$ cat src/hdl/avccr_pkg.sv
package avccr_pkg;

	localparam logic [1:0] ERR_NONE     = 2'd0;
	localparam logic [1:0] ERR_TRUNC    = 2'd1;
	localparam logic [1:0] ERR_VERSION  = 2'd2;
	localparam logic [1:0] ERR_RESERVED = 2'd3;

	localparam logic [2:0] MIN_RECORD_BYTES = 3'd7;
	localparam logic [7:0] VERSION_ONE      = 8'd1;
	localparam logic [5:0] RES6_ALL_ONES    = 6'h3F;
	localparam logic [2:0] RES3_ALL_ONES    = 3'd7;

	typedef struct packed {
		logic       record_ok;
		logic [1:0] error_code;
		logic [7:0] profile;
		logic [7:0] compatibility;
		logic [7:0] level;
		logic [1:0] length_size_minus_one;
		logic [4:0] sps_count;
		logic [7:0] pps_count;
	} result_t;

	typedef struct packed {
		logic       valid;
		logic [7:0] record_byte;
		logic       end_of_record;
	} byte_item_t;

endpackage

$ cat src/hdl/avccr_parser.sv
module avccr_parser (
	input  logic                  clk,
	input  logic                  arst_n,
	input  logic                  take,
	input  avccr_pkg::byte_item_t item_s1,
	output avccr_pkg::result_t    result
);

	typedef enum logic [2:0] {
		PH_HEADER,
		PH_LEN_HI,
		PH_LEN_LO,
		PH_SKIP,
		PH_PPS_CNT,
		PH_DONE,
		PH_FAILED
	} phase_t;

	phase_t      phase_q, phase_d;
	logic [2:0]  hdr_idx_q, hdr_idx_d;
	logic [15:0] skip_q, skip_d;
	logic [7:0]  len_hi_q, len_hi_d;
	logic [7:0]  sets_left_q, sets_left_d;
	logic [1:0]  err_q, err_d;
	logic        in_pps_q, in_pps_d;
	logic [7:0]  profile_q, profile_d;
	logic [7:0]  compat_q, compat_d;
	logic [7:0]  level_q, level_d;
	logic [1:0]  lsm1_q, lsm1_d;
	logic [4:0]  sps_q, sps_d;
	logic [7:0]  pps_q, pps_d;
	logic [7:0]  b;
	logic [1:0]  err_out;

	assign b = item_s1.record_byte;

	always_comb begin
		phase_d     = phase_q;
		hdr_idx_d   = hdr_idx_q;
		skip_d      = skip_q;
		len_hi_d    = len_hi_q;
		sets_left_d = sets_left_q;
		err_d       = err_q;
		in_pps_d    = in_pps_q;
		profile_d   = profile_q;
		compat_d    = compat_q;
		level_d     = level_q;
		lsm1_d      = lsm1_q;
		sps_d       = sps_q;
		pps_d       = pps_q;

		if (hdr_idx_q != avccr_pkg::MIN_RECORD_BYTES) begin
			hdr_idx_d = hdr_idx_q + 3'd1;
		end

		case (phase_q)
			PH_HEADER: begin
				case (hdr_idx_q)
					3'd0: begin
						if (b != avccr_pkg::VERSION_ONE) begin
							err_d   = avccr_pkg::ERR_VERSION;
							phase_d = PH_FAILED;
						end
					end
					3'd1: profile_d = b;
					3'd2: compat_d  = b;
					3'd3: level_d   = b;
					3'd4: begin
						if (b[7:2] != avccr_pkg::RES6_ALL_ONES) begin
							err_d   = avccr_pkg::ERR_RESERVED;
							phase_d = PH_FAILED;
						end else begin
							lsm1_d = b[1:0];
						end
					end
					default: begin
						if (b[7:5] != avccr_pkg::RES3_ALL_ONES) begin
							err_d   = avccr_pkg::ERR_RESERVED;
							phase_d = PH_FAILED;
						end else begin
							sps_d       = b[4:0];
							sets_left_d = {3'd0, b[4:0]};
							in_pps_d    = 1'b0;
							phase_d     = (b[4:0] == 5'd0) ? PH_PPS_CNT : PH_LEN_HI;
						end
					end
				endcase
			end
			PH_LEN_HI: begin
				len_hi_d = b;
				phase_d  = PH_LEN_LO;
			end
			PH_LEN_LO: begin
				skip_d = {len_hi_q, b};
				if ({len_hi_q, b} == 16'd0) begin
					// empty entry: close this set now
					sets_left_d = sets_left_q - 8'd1;
					if (sets_left_q == 8'd1) begin
						phase_d = in_pps_q ? PH_DONE : PH_PPS_CNT;
					end else begin
						phase_d = PH_LEN_HI;
					end
				end else begin
					phase_d = PH_SKIP;
				end
			end
			PH_SKIP: begin
				skip_d = skip_q - 16'd1;
				if (skip_q == 16'd1) begin
					sets_left_d = sets_left_q - 8'd1;
					if (sets_left_q == 8'd1) begin
						phase_d = in_pps_q ? PH_DONE : PH_PPS_CNT;
					end else begin
						phase_d = PH_LEN_HI;
					end
				end
			end
			PH_PPS_CNT: begin
				pps_d       = b;
				sets_left_d = b;
				in_pps_d    = 1'b1;
				phase_d     = (b == 8'd0) ? PH_DONE : PH_LEN_HI;
			end
			default: ;
		endcase

		// short record outranks any header error
		if (hdr_idx_d < avccr_pkg::MIN_RECORD_BYTES) begin
			err_out = avccr_pkg::ERR_TRUNC;
		end else if (err_d != avccr_pkg::ERR_NONE) begin
			err_out = err_d;
		end else if (phase_d != PH_DONE) begin
			err_out = avccr_pkg::ERR_TRUNC;
		end else begin
			err_out = avccr_pkg::ERR_NONE;
		end
	end

	assign result = '{
		record_ok:             (err_out == avccr_pkg::ERR_NONE),
		error_code:            err_out,
		profile:               profile_d,
		compatibility:         compat_d,
		level:                 level_d,
		length_size_minus_one: lsm1_d,
		sps_count:             sps_d,
		pps_count:             pps_d
	};

	always_ff @(posedge clk or negedge arst_n) begin
		if (!arst_n) begin
			phase_q     <= PH_HEADER;
			hdr_idx_q   <= 3'd0;
			skip_q      <= 16'd0;
			len_hi_q    <= 8'd0;
			sets_left_q <= 8'd0;
			err_q       <= avccr_pkg::ERR_NONE;
			in_pps_q    <= 1'b0;
			profile_q   <= 8'd0;
			compat_q    <= 8'd0;
			level_q     <= 8'd0;
			lsm1_q      <= 2'd0;
			sps_q       <= 5'd0;
			pps_q       <= 8'd0;
		end else if (take) begin
			if (item_s1.end_of_record) begin
				// record closed: return to the start of a new one
				phase_q     <= PH_HEADER;
				hdr_idx_q   <= 3'd0;
				skip_q      <= 16'd0;
				len_hi_q    <= 8'd0;
				sets_left_q <= 8'd0;
				err_q       <= avccr_pkg::ERR_NONE;
				in_pps_q    <= 1'b0;
				profile_q   <= 8'd0;
				compat_q    <= 8'd0;
				level_q     <= 8'd0;
				lsm1_q      <= 2'd0;
				sps_q       <= 5'd0;
				pps_q       <= 8'd0;
			end else begin
				phase_q     <= phase_d;
				hdr_idx_q   <= hdr_idx_d;
				skip_q      <= skip_d;
				len_hi_q    <= len_hi_d;
				sets_left_q <= sets_left_d;
				err_q       <= err_d;
				in_pps_q    <= in_pps_d;
				profile_q   <= profile_d;
				compat_q    <= compat_d;
				level_q     <= level_d;
				lsm1_q      <= lsm1_d;
				sps_q       <= sps_d;
				pps_q       <= pps_d;
			end
		end
	end

endmodule

$ cat config.mk
export PLATFORM = sky130hd
export DESIGN_NAME = avccr_parser
export DESIGN_NICKNAME = d
export VERILOG_FILES = /design/src/hdl/avccr_pkg.sv /design/src/hdl/avccr_parser.sv
export SDC_FILE = /design/constraint.sdc
export NUM_CORES = 1
export LEC_CHECK = 0
export ABC_AREA = 1
export BUFFER_PORTS_ARGS = -buffer_cell sky130_fd_sc_hd__buf_2
export CAP_MARGIN = 20
export CORE_ASPECT_RATIO = 1.4
export CORE_MARGIN = 2
export CORE_UTILIZATION = 53
export DETAILED_ROUTE_END_ITERATION = 7
export HOLD_SLACK_MARGIN = 0.06
export PLACE_DENSITY = 0.76
export SLEW_MARGIN = 10
export SYNTH_ARGS = -nofsm -noshare
export SYNTH_HDL_FRONTEND = slang
export SYNTH_SLANG_ARGS = --single-unit
$ cat constraint.sdc
create_clock -name clk -period 1.85 [get_ports clk]
set_input_delay 0.2775 -clock clk [delete_from_list [all_inputs] [get_ports clk]]
set_output_delay 0.2775 -clock clk [all_outputs]
set_load 0.1 [all_outputs]
==> flow_metrics.tcl, run 1 <==
set metrics [dict create \
    status "stopped before the end" \
    stop_stage "global routing" \
    error "[ERROR DPL-0038] Utilization greater than 100%, impossible to legalize" \
    htreeDepth 3 \
    worstEpCategory "primary output" \
    synth.net_count 692 \
    synth_enable_flop_cells 0 \
    cts.sinks 80 \
    ys_warn_count 0 \
    yosys.cell_types.count 40 \
    synthFlopType "dfrtp_1" \
    start_util 0.5427 \
    die-width_um 85.26 \
    cts_buffer_depth 2 \
    portBuffers 53 \
    ys_seq_area_frac 0.4086 \
    gp_congestion 0.9546 \
    cts_buffers 9 \
    rows 41 \
    synth_cells 671 \
    postPlaceCellArea_um2 7056 \
    grt_max_degree 38 \
    die_h_um 117.8 \
    synth_top_area_frac 0.4086 \
    hpwl_um 12080 \
    async_flop_share 1.000 \
    synth_top_cell_by_area "dfrtp_1" \
    avgSynthCellArea_um2 7.302 \
    syn_area_um2 4900 \
    cts_root_buf "clkbuf_16" \
    synthTopCellsByArea "dfrtp_1 41%, nand2_1 9.8%, inv_1 9.4%" \
    postGrtWorstEndpoint "result[41]" \
    pin_count 55 \
    synth-seq-cells 80 \
]
## cell usage after synthesis, types with 2 or more instances
master and instances:
a21oi_1 32, a22o_1 5, buf_2 10, buf_6 2, clkbuf_1 9, dfrtp_1 80, ha_1 8, inv_1 123
inv_2 7, nand2_1 128, nand2_2 5, nand2_4 2, nand3_1 20, nand4_1 12, nor2_1 61, nor2_2 5
nor2_4 3, o211ai_1 4, o21ai_0 71, o21ai_1 17, o21ai_2 6, o22ai_1 38, xor2_1 6
## through the flow
step           setup WS, ns  instances
2_1_floorplan       -0.4841        671
3_3_place_gp        -0.3367        931
3_5_place_dp        -0.3735        931
4_1_cts             -0.7179        967
## repair_timing
action                                  4_1_cts
buffers inserted                             16
gates resized for setup                     140
endpoints found under the hold margin        33
endpoints found under the setup margin       68
gates cloned                                  5
hold buffers                                  1
pin swaps                                    27
## cell families after synthesis
group	after synthesis	synth area share
xor+xnor	7	0.01251
compound gates	177	0.2086
buf+inv	153	0.1236
simple gates	246	0.2263
fa+ha+maj	8	0.02043
flops	80	0.4086
==> run 2: changes to the inputs <==
CORE_ASPECT_RATIO = unset   (was 1.4)
CORE_UTILIZATION = 40   (was 53)
HOLD_SLACK_MARGIN = unset   (was 0.06)
PLACE_DENSITY = unset   (was 0.76)
PLACE_DENSITY_LB_ADDON = 0.15   (was unset)
clock period = 2.41 ns   (was 1.85 ns; I/O delays follow)
==> flow_metrics.tcl, run 2 <==
set metrics [dict create \
    die-width_um 114.7 \
    synth_top_area_frac 0.4086 \
    rr_worst_depth 18 \
    finish.utilization 0.5782 \
    cts_hold_buf 0 \
    syn_to_final_growth_pct 41.16 \
    crit_arrival_ns 2.33 \
    ys_warn_count 0 \
    cts.sinks 80 \
    setup_viol 9 \
    layout-drive-gt1-share 0.2861 \
    wire_per_inst_um 15.75 \
    hold_path_class "input port to asynchronous set/reset pin" \
    grt_remaining_overflow 0 \
    grt_pass1_wl_um 23340 \
    worstMarginPinSlew_ns 0.5646 \
    synthFlopType "dfrtp_1" \
    cts_buffers 9 \
    fin_ws_ns -0.2783 \
    htreeDepth 3 \
    synth.net_count 692 \
    pre_cts_slack_ns 0.04238 \
    grt_use_total 0.2280 \
    gp_congestion 0.9125 \
    timing.rr.end "phase_q[1]$_DFFE_PN0P_" \
    finalSetupTns_ns -1.102 \
    antenna_cells 0 \
    synthTopCellsByArea "dfrtp_1 41%, nand2_1 9.8%, inv_1 9.4%" \
    core_region_area_um2 11960 \
    fillerInstances 1062 \
    p_leak_uw 0.003520 \
    grt_max_degree 45 \
    synth_cells 671 \
    ys_seq_area_frac 0.4086 \
    cts_buffer_depth 2 \
    path_max_fanout 3 \
    r2r_setup_slack_ns -0.24 \
    start_util 0.4096 \
    yosys-top-cells-count "128 x nand2_1, 123 x inv_1, 80 x dfrtp_1" \
    cts_tree "yes" \
    cts_root_buf "clkbuf_16" \
    vias_per_cell 5.316 \
    vdd_drop_max_mv 1.448 \
    drc 0 \
    cts.clk_slew.worst_paths_ns 0.06 \
    maxSlewViolCount 0 \
    syn_area_um2 4900 \
    maxCapViolations 0 \
    power_uw 10750 \
    largest_reg_flops 16 \
    drt_iter0_drc 430 \
    fin_skew_ns 0.005506 \
    period_share 1.115 \
    rsz0062_at_grt "yes" \
    period_needed_ns 2.688 \
    async_flop_share 1.000 \
    synth_most_common_cell "nand2_1" \
    whs_ns -0.01923 \
    drtPass1Iterations 5 \
    hpwl_um 9997 \
    worst_ep_required_time_ns 2.05 \
    worstSkewPairLatency_ns 0.34 \
    grt_pass1_vias 4707 \
    layout.nets 794 \
    crit_type "register to output pin" \
    hold_viol_final 8 \
    reg2reg_from "phase_q[2]$_DFFE_PN0P_" \
    violations "negative hold slack, negative setup slack" \
    rows 40 \
    endpoint_kind "output pin" \
    pin_count 55 \
    largest-register "skip_q" \
    die_area_um2 13150 \
    power_density_nw_per_um2 1554 \
    antenna_left 0 \
    status "complete, but fails checks" \
    synth-seq-cells 80 \
    portBuffers 53 \
    wl_um 14530 \
    synth_top_cell_by_area "dfrtp_1" \
    maxSlewHeadroom 0.6232 \
    die_h_um 114.7 \
    max_freq_ghz 0.3720 \
    vias 4907 \
    antenna_found_initial 0 \
    most-common-layout-cells "122 x nand2_1, 110 x inv_1, 77 x dfrtp_1, 54 x buf_4, 49 x nor2_1" \
    synth_enable_flop_cells 0 \
    yosys.cell_types.count 40 \
    crit_path_start_kind "register" \
    final_common_cell "nand2_1" \
    avgSynthCellArea_um2 7.302 \
]
==> run 2: cell counts after synthesis <==
No cell type changed its count.
==> run 2: what timing repair did <==
action / CTS / global route
endpoints found under the setup margin: 33 / 38
buffers inserted: 17 / 11
pin swaps: 5 / 15
resized for setup: 45 / 48
endpoints found under the hold margin: 0 / 0
gates cloned: 1 / 1
==> run 2: power breakdown <==
part / leakage (uW) / switching [uW] / internal, uW
Combinational: 0.00231 / 4860 / 2710
Sequential: 0.00108 / 253 / 1690
Clock: 0.000126 / 517 / 713
Total: 0.00352 / 5630 / 5110
==> run 2: cells by family after synthesis <==
family | Yosys count | synth area share
simple gates | 246 | 0.2263
compound gates | 177 | 0.2086
buf+inv | 153 | 0.1236
flops | 80 | 0.4086
fa+ha+maj | 8 | 0.02043
xor+xnor | 7 | 0.01251
==> run 2: area by class of cell <==
class	instances	area [um2]	area share
Multi-Input combinational cell	440	2604	0.3764
Clock inverter	1	5.005	0.0007236
Clock buffer	13	250.2	0.03618
Tap cell	147	183.9	0.02659
Inverter	132	518.0	0.07489
Sequential cell	80	2006	0.2900
Timing Repair Buffer	110	1350	0.1952
==> run 2: per-stage QoR <==
stage          instances  cell area [um2]
2_1_floorplan        671             4979
3_3_place_gp         880             6192
3_5_place_dp         880             6192
4_1_cts              912             6679
5_1_grt              923             6917
6_report             923             6917
==> run 2: worst max-delay path by stage <==
stage                                   from         end  cells after the start
global route           skip_q[1]$_DFFE_PN0P_  result[41]                     17
detailed placement     skip_q[1]$_DFFE_PN0P_  result[41]                     17
floorplan           hdr_idx_q[1]$_DFFE_PN0P_  result[40]                      8
CTS                    skip_q[1]$_DFFE_PN0P_  result[41]                     17
finish                 skip_q[1]$_DFFE_PN0P_  result[41]                     17
global placement       skip_q[1]$_DFFE_PN0P_  result[41]                     17
==> run 2: worst max-delay path, stage by stage (launching register included) <==
cell and delay, ns:
dfrtp_1 0.40, inv_2 0.08, ha_4 0.12, inv_2 0.02, nor2_1 0.07, nand2_1 0.07, nor2_2 0.14, nand2_1 0.06
nand2_1 0.07, nand2_2 0.08, nor2_2 0.11, nand2_1 0.07, nand2_2 0.07, nand2_2 0.07, nor2_2 0.08, nand4_1 0.15
clkinvlp_4 0.13, buf_12 0.17
==> run 2: metal layers <==
layer | vias up | GRT usage | share of wire
li1 | 2389 | - | -
met1 | 2360 | 0.3028 | 0.45
met2 | 130 | 0.3641 | 0.49
met3 | 28 | 0.06300 | 0.045
met4 | 0 | 0.06748 | 0.019
met5 | - | 0 | 0
No activity file was read; power rests on OpenSTA's default activity.
==> run 3: changes to the inputs <==
ABC_AREA = 0   (was 1)
==> flow_metrics.tcl, run 3 <==
set metrics [dict create \
    finalSetupTns_ns -7.661 \
    rows 39 \
    max_freq_ghz 0.3364 \
    rsz0062_at_grt "yes" \
    htreeDepth 3 \
    synth.net_count 563 \
    finish.utilization 0.6432 \
    start_util 0.4083 \
    drc 0 \
    drt_iter0_drc 258 \
    fin_skew_ns 0.004372 \
    grt_use_total 0.2502 \
    fillerInstances 885 \
    synth_top_cell_by_area "dfrtp_1" \
    antenna_left 0 \
    period_needed_ns 2.973 \
    synthFlopType "dfrtp_1" \
    cts.clk_slew.worst_paths_ns 0.06 \
    synth_enable_flop_cells 0 \
    hold_path_class "input port to asynchronous set/reset pin" \
    cts_buffers 9 \
    final_common_cell "buf_4" \
    hold_viol_final 0 \
    vias 4756 \
    vdd_drop_max_mv 0.7489 \
    largest-register "skip_q" \
    ys_seq_area_frac 0.4313 \
    cpPeakStageDelay_ns 0.45 \
    cp_slowest_cell "dfrtp_2" \
    pin_count 55 \
    cts.sinks 80 \
    largest_reg_flops 16 \
    syn_area_um2 4642 \
    grt_pass1_vias 4930 \
    die_area_um2 12480 \
    worstPathCellList "or3_4 -> nor3_1 -> a22oi_2 -> o211ai_1 -> o2111ai_2 -> buf_4 -> nor4_4 -> buf_12" \
    period_share 1.234 \
    hpwl_um 10020 \
    core_region_area_um2 11370 \
    avgSynthCellArea_um2 8.564 \
    grt_pass1_wl_um 24720 \
    maxSlewViolCount 0 \
    endpoint_kind "output pin" \
    reg2reg_from "hdr_idx_q[0]$_DFFE_PN0P_" \
    worst_ep_required_time_ns 2.05 \
    vias_per_cell 5.682 \
    crit_type "register to output pin" \
    cts_root_buf "clkbuf_16" \
    yosys.cell_types.count 59 \
    worstMarginPinSlew_ns 0.6950 \
    antenna_cells 0 \
    die_h_um 111.7 \
    cts_buffer_depth 2 \
    wire_per_inst_um 18.08 \
    status "complete, but fails checks" \
    cts_hold_buf 0 \
    async_flop_share 1.000 \
    path_max_fanout 5 \
    crit_arrival_ns 2.61 \
    violations "negative setup slack" \
    worstSkewPairLatency_ns 0.35 \
    synth_top_area_frac 0.4313 \
    maxCapViolations 0 \
    setup_viol 35 \
    drtPass1Iterations 5 \
    cts_tree "yes" \
    startpoint "phase_q[0]$_DFFE_PN0P_" \
    synth-seq-cells 80 \
    grt_max_degree 47 \
    layout-drive-gt1-share 0.4020 \
    antenna_found_initial 0 \
    syn_to_final_growth_pct 57.55 \
    p_leak_uw 0.003236 \
    fin_ws_ns -0.5629 \
    grt_remaining_overflow 0 \
    layout.nets 711 \
    synthTopCellsByArea "dfrtp_1 43%, o21ai_0 9.9%, nand2_1 6.2%" \
    synth_cells 542 \
    wl_um 15130 \
    ys_warn_count 0 \
    crit_path_start_kind "register" \
    most-common-layout-cells "95 x buf_4, 77 x dfrtp_1, 73 x o21ai_0, 70 x nand2_1, 42 x buf_12" \
    power_density_nw_per_um2 983.5 \
    yosys-top-cells-count "92 x o21ai_0, 80 x dfrtp_1, 77 x nand2_1" \
    maxSlewHeadroom 0.5328 \
    portBuffers 53 \
    gp_congestion 0.9242 \
    synth_most_common_cell "o21ai_0" \
    die-width_um 111.7 \
]
## run 3: path summary, 6_finish.rpt
check | to | slack, ns | cells past startpoint
setup / recovery | result[41] | -0.56 | 8
hold / removal | skip_q[6]$_DFFE_PN0P_ | 0.03 | 1
setup reg to reg | sets_left_q[0]$_DFFE_PN0P_ | -0.01 | 12
hold reg to reg | level_q[2]$_DFFE_PN0P_ | 0.47 | 2
max in group asynchronous | pps_q[2]$_DFFE_PN0P_ | 1.78 | 2
min in group clk | len_hi_q[0]$_DFFE_PN0P_ | 0.34 | 2
## run 3: layout make-up
class                   instances  area [um2]  share of cell area
multi-input cells             396        2805              0.3836
flip-flops and latches         80        2006              0.2743
inverters                      31       116.4             0.01591
well taps                     143       178.9             0.02447
clock inverters                 3       65.06            0.008896
repair buffers                172        1886              0.2578
clock buffers                  12       256.5             0.03507
## run 3: critical path, delay by kind of cell, from the launching register on
family	cells	cell delay, ns
simple gates	3	0.91
compound gates	3	0.50
flops	1	0.45
buf+inv	2	0.42
## run 3: repair_timing
action                                  in CTS  in global routing
gates cloned                                 0                  0
pin swaps                                   14                 14
buffers inserted                            31                 12
endpoints found under the setup margin      42                 44
gates resized for setup                    106                 36
## run 3: cells by family (layout without fill, tap and decap cells)
logic type,Yosys count,in the layout,synth area share
flip-flops,80,80,0.4313
multiplexers,24,24,0.05795
AND/OR/NAND/NOR,175,175,0.1811
adder cells (fa/ha/maj),8,8,0.02156
XOR/XNOR,5,5,0.009436
AO/OA/AOI/OAI,184,184,0.2423
buffers and inverters,66,218,0.05633
## run 3: metal layers
metal	vias to the layer above	part of all wire	GRT usage	wire length, um
li1	2234	-	-	-
met1	2337	0.41	0.2977	6207
met2	143	0.51	0.4246	7644
met3	42	0.054	0.06805	816
met4	0	0.030	0.1103	461
met5	-	0	0	0
## run 3: report_power, final
| part | switching (uW) | internal [uW] |
|---|---|---|
| Clock | 553 | 957 |
| Sequential | 176 | 1560 |
| Combinational | 2230 | 1720 |
| Total | 2960 | 4230 |
## run 3: metrics by stage
| stage | worst slack [ns] | instances | power, uW | hold slack [ns] | area (um2) |
|---|---|---|---|---|---|
| 2_1_floorplan | -0.4817 | 542 | 3840 | 0.06591 | 4777 |
| 3_3_place_gp | -0.2159 | 787 | 4968 | 0.4103 | 6187 |
| 3_5_place_dp | -0.3022 | 787 | 5024 | 0.4216 | 6187 |
| 4_1_cts | -0.4927 | 833 | 7035 | 0.05093 | 7161 |
| 5_1_grt | -0.6450 | 837 | 7542 | 0.08292 | 7313 |
| 6_report | -0.5629 | 837 | 7192 | 0.03497 | 7313 |
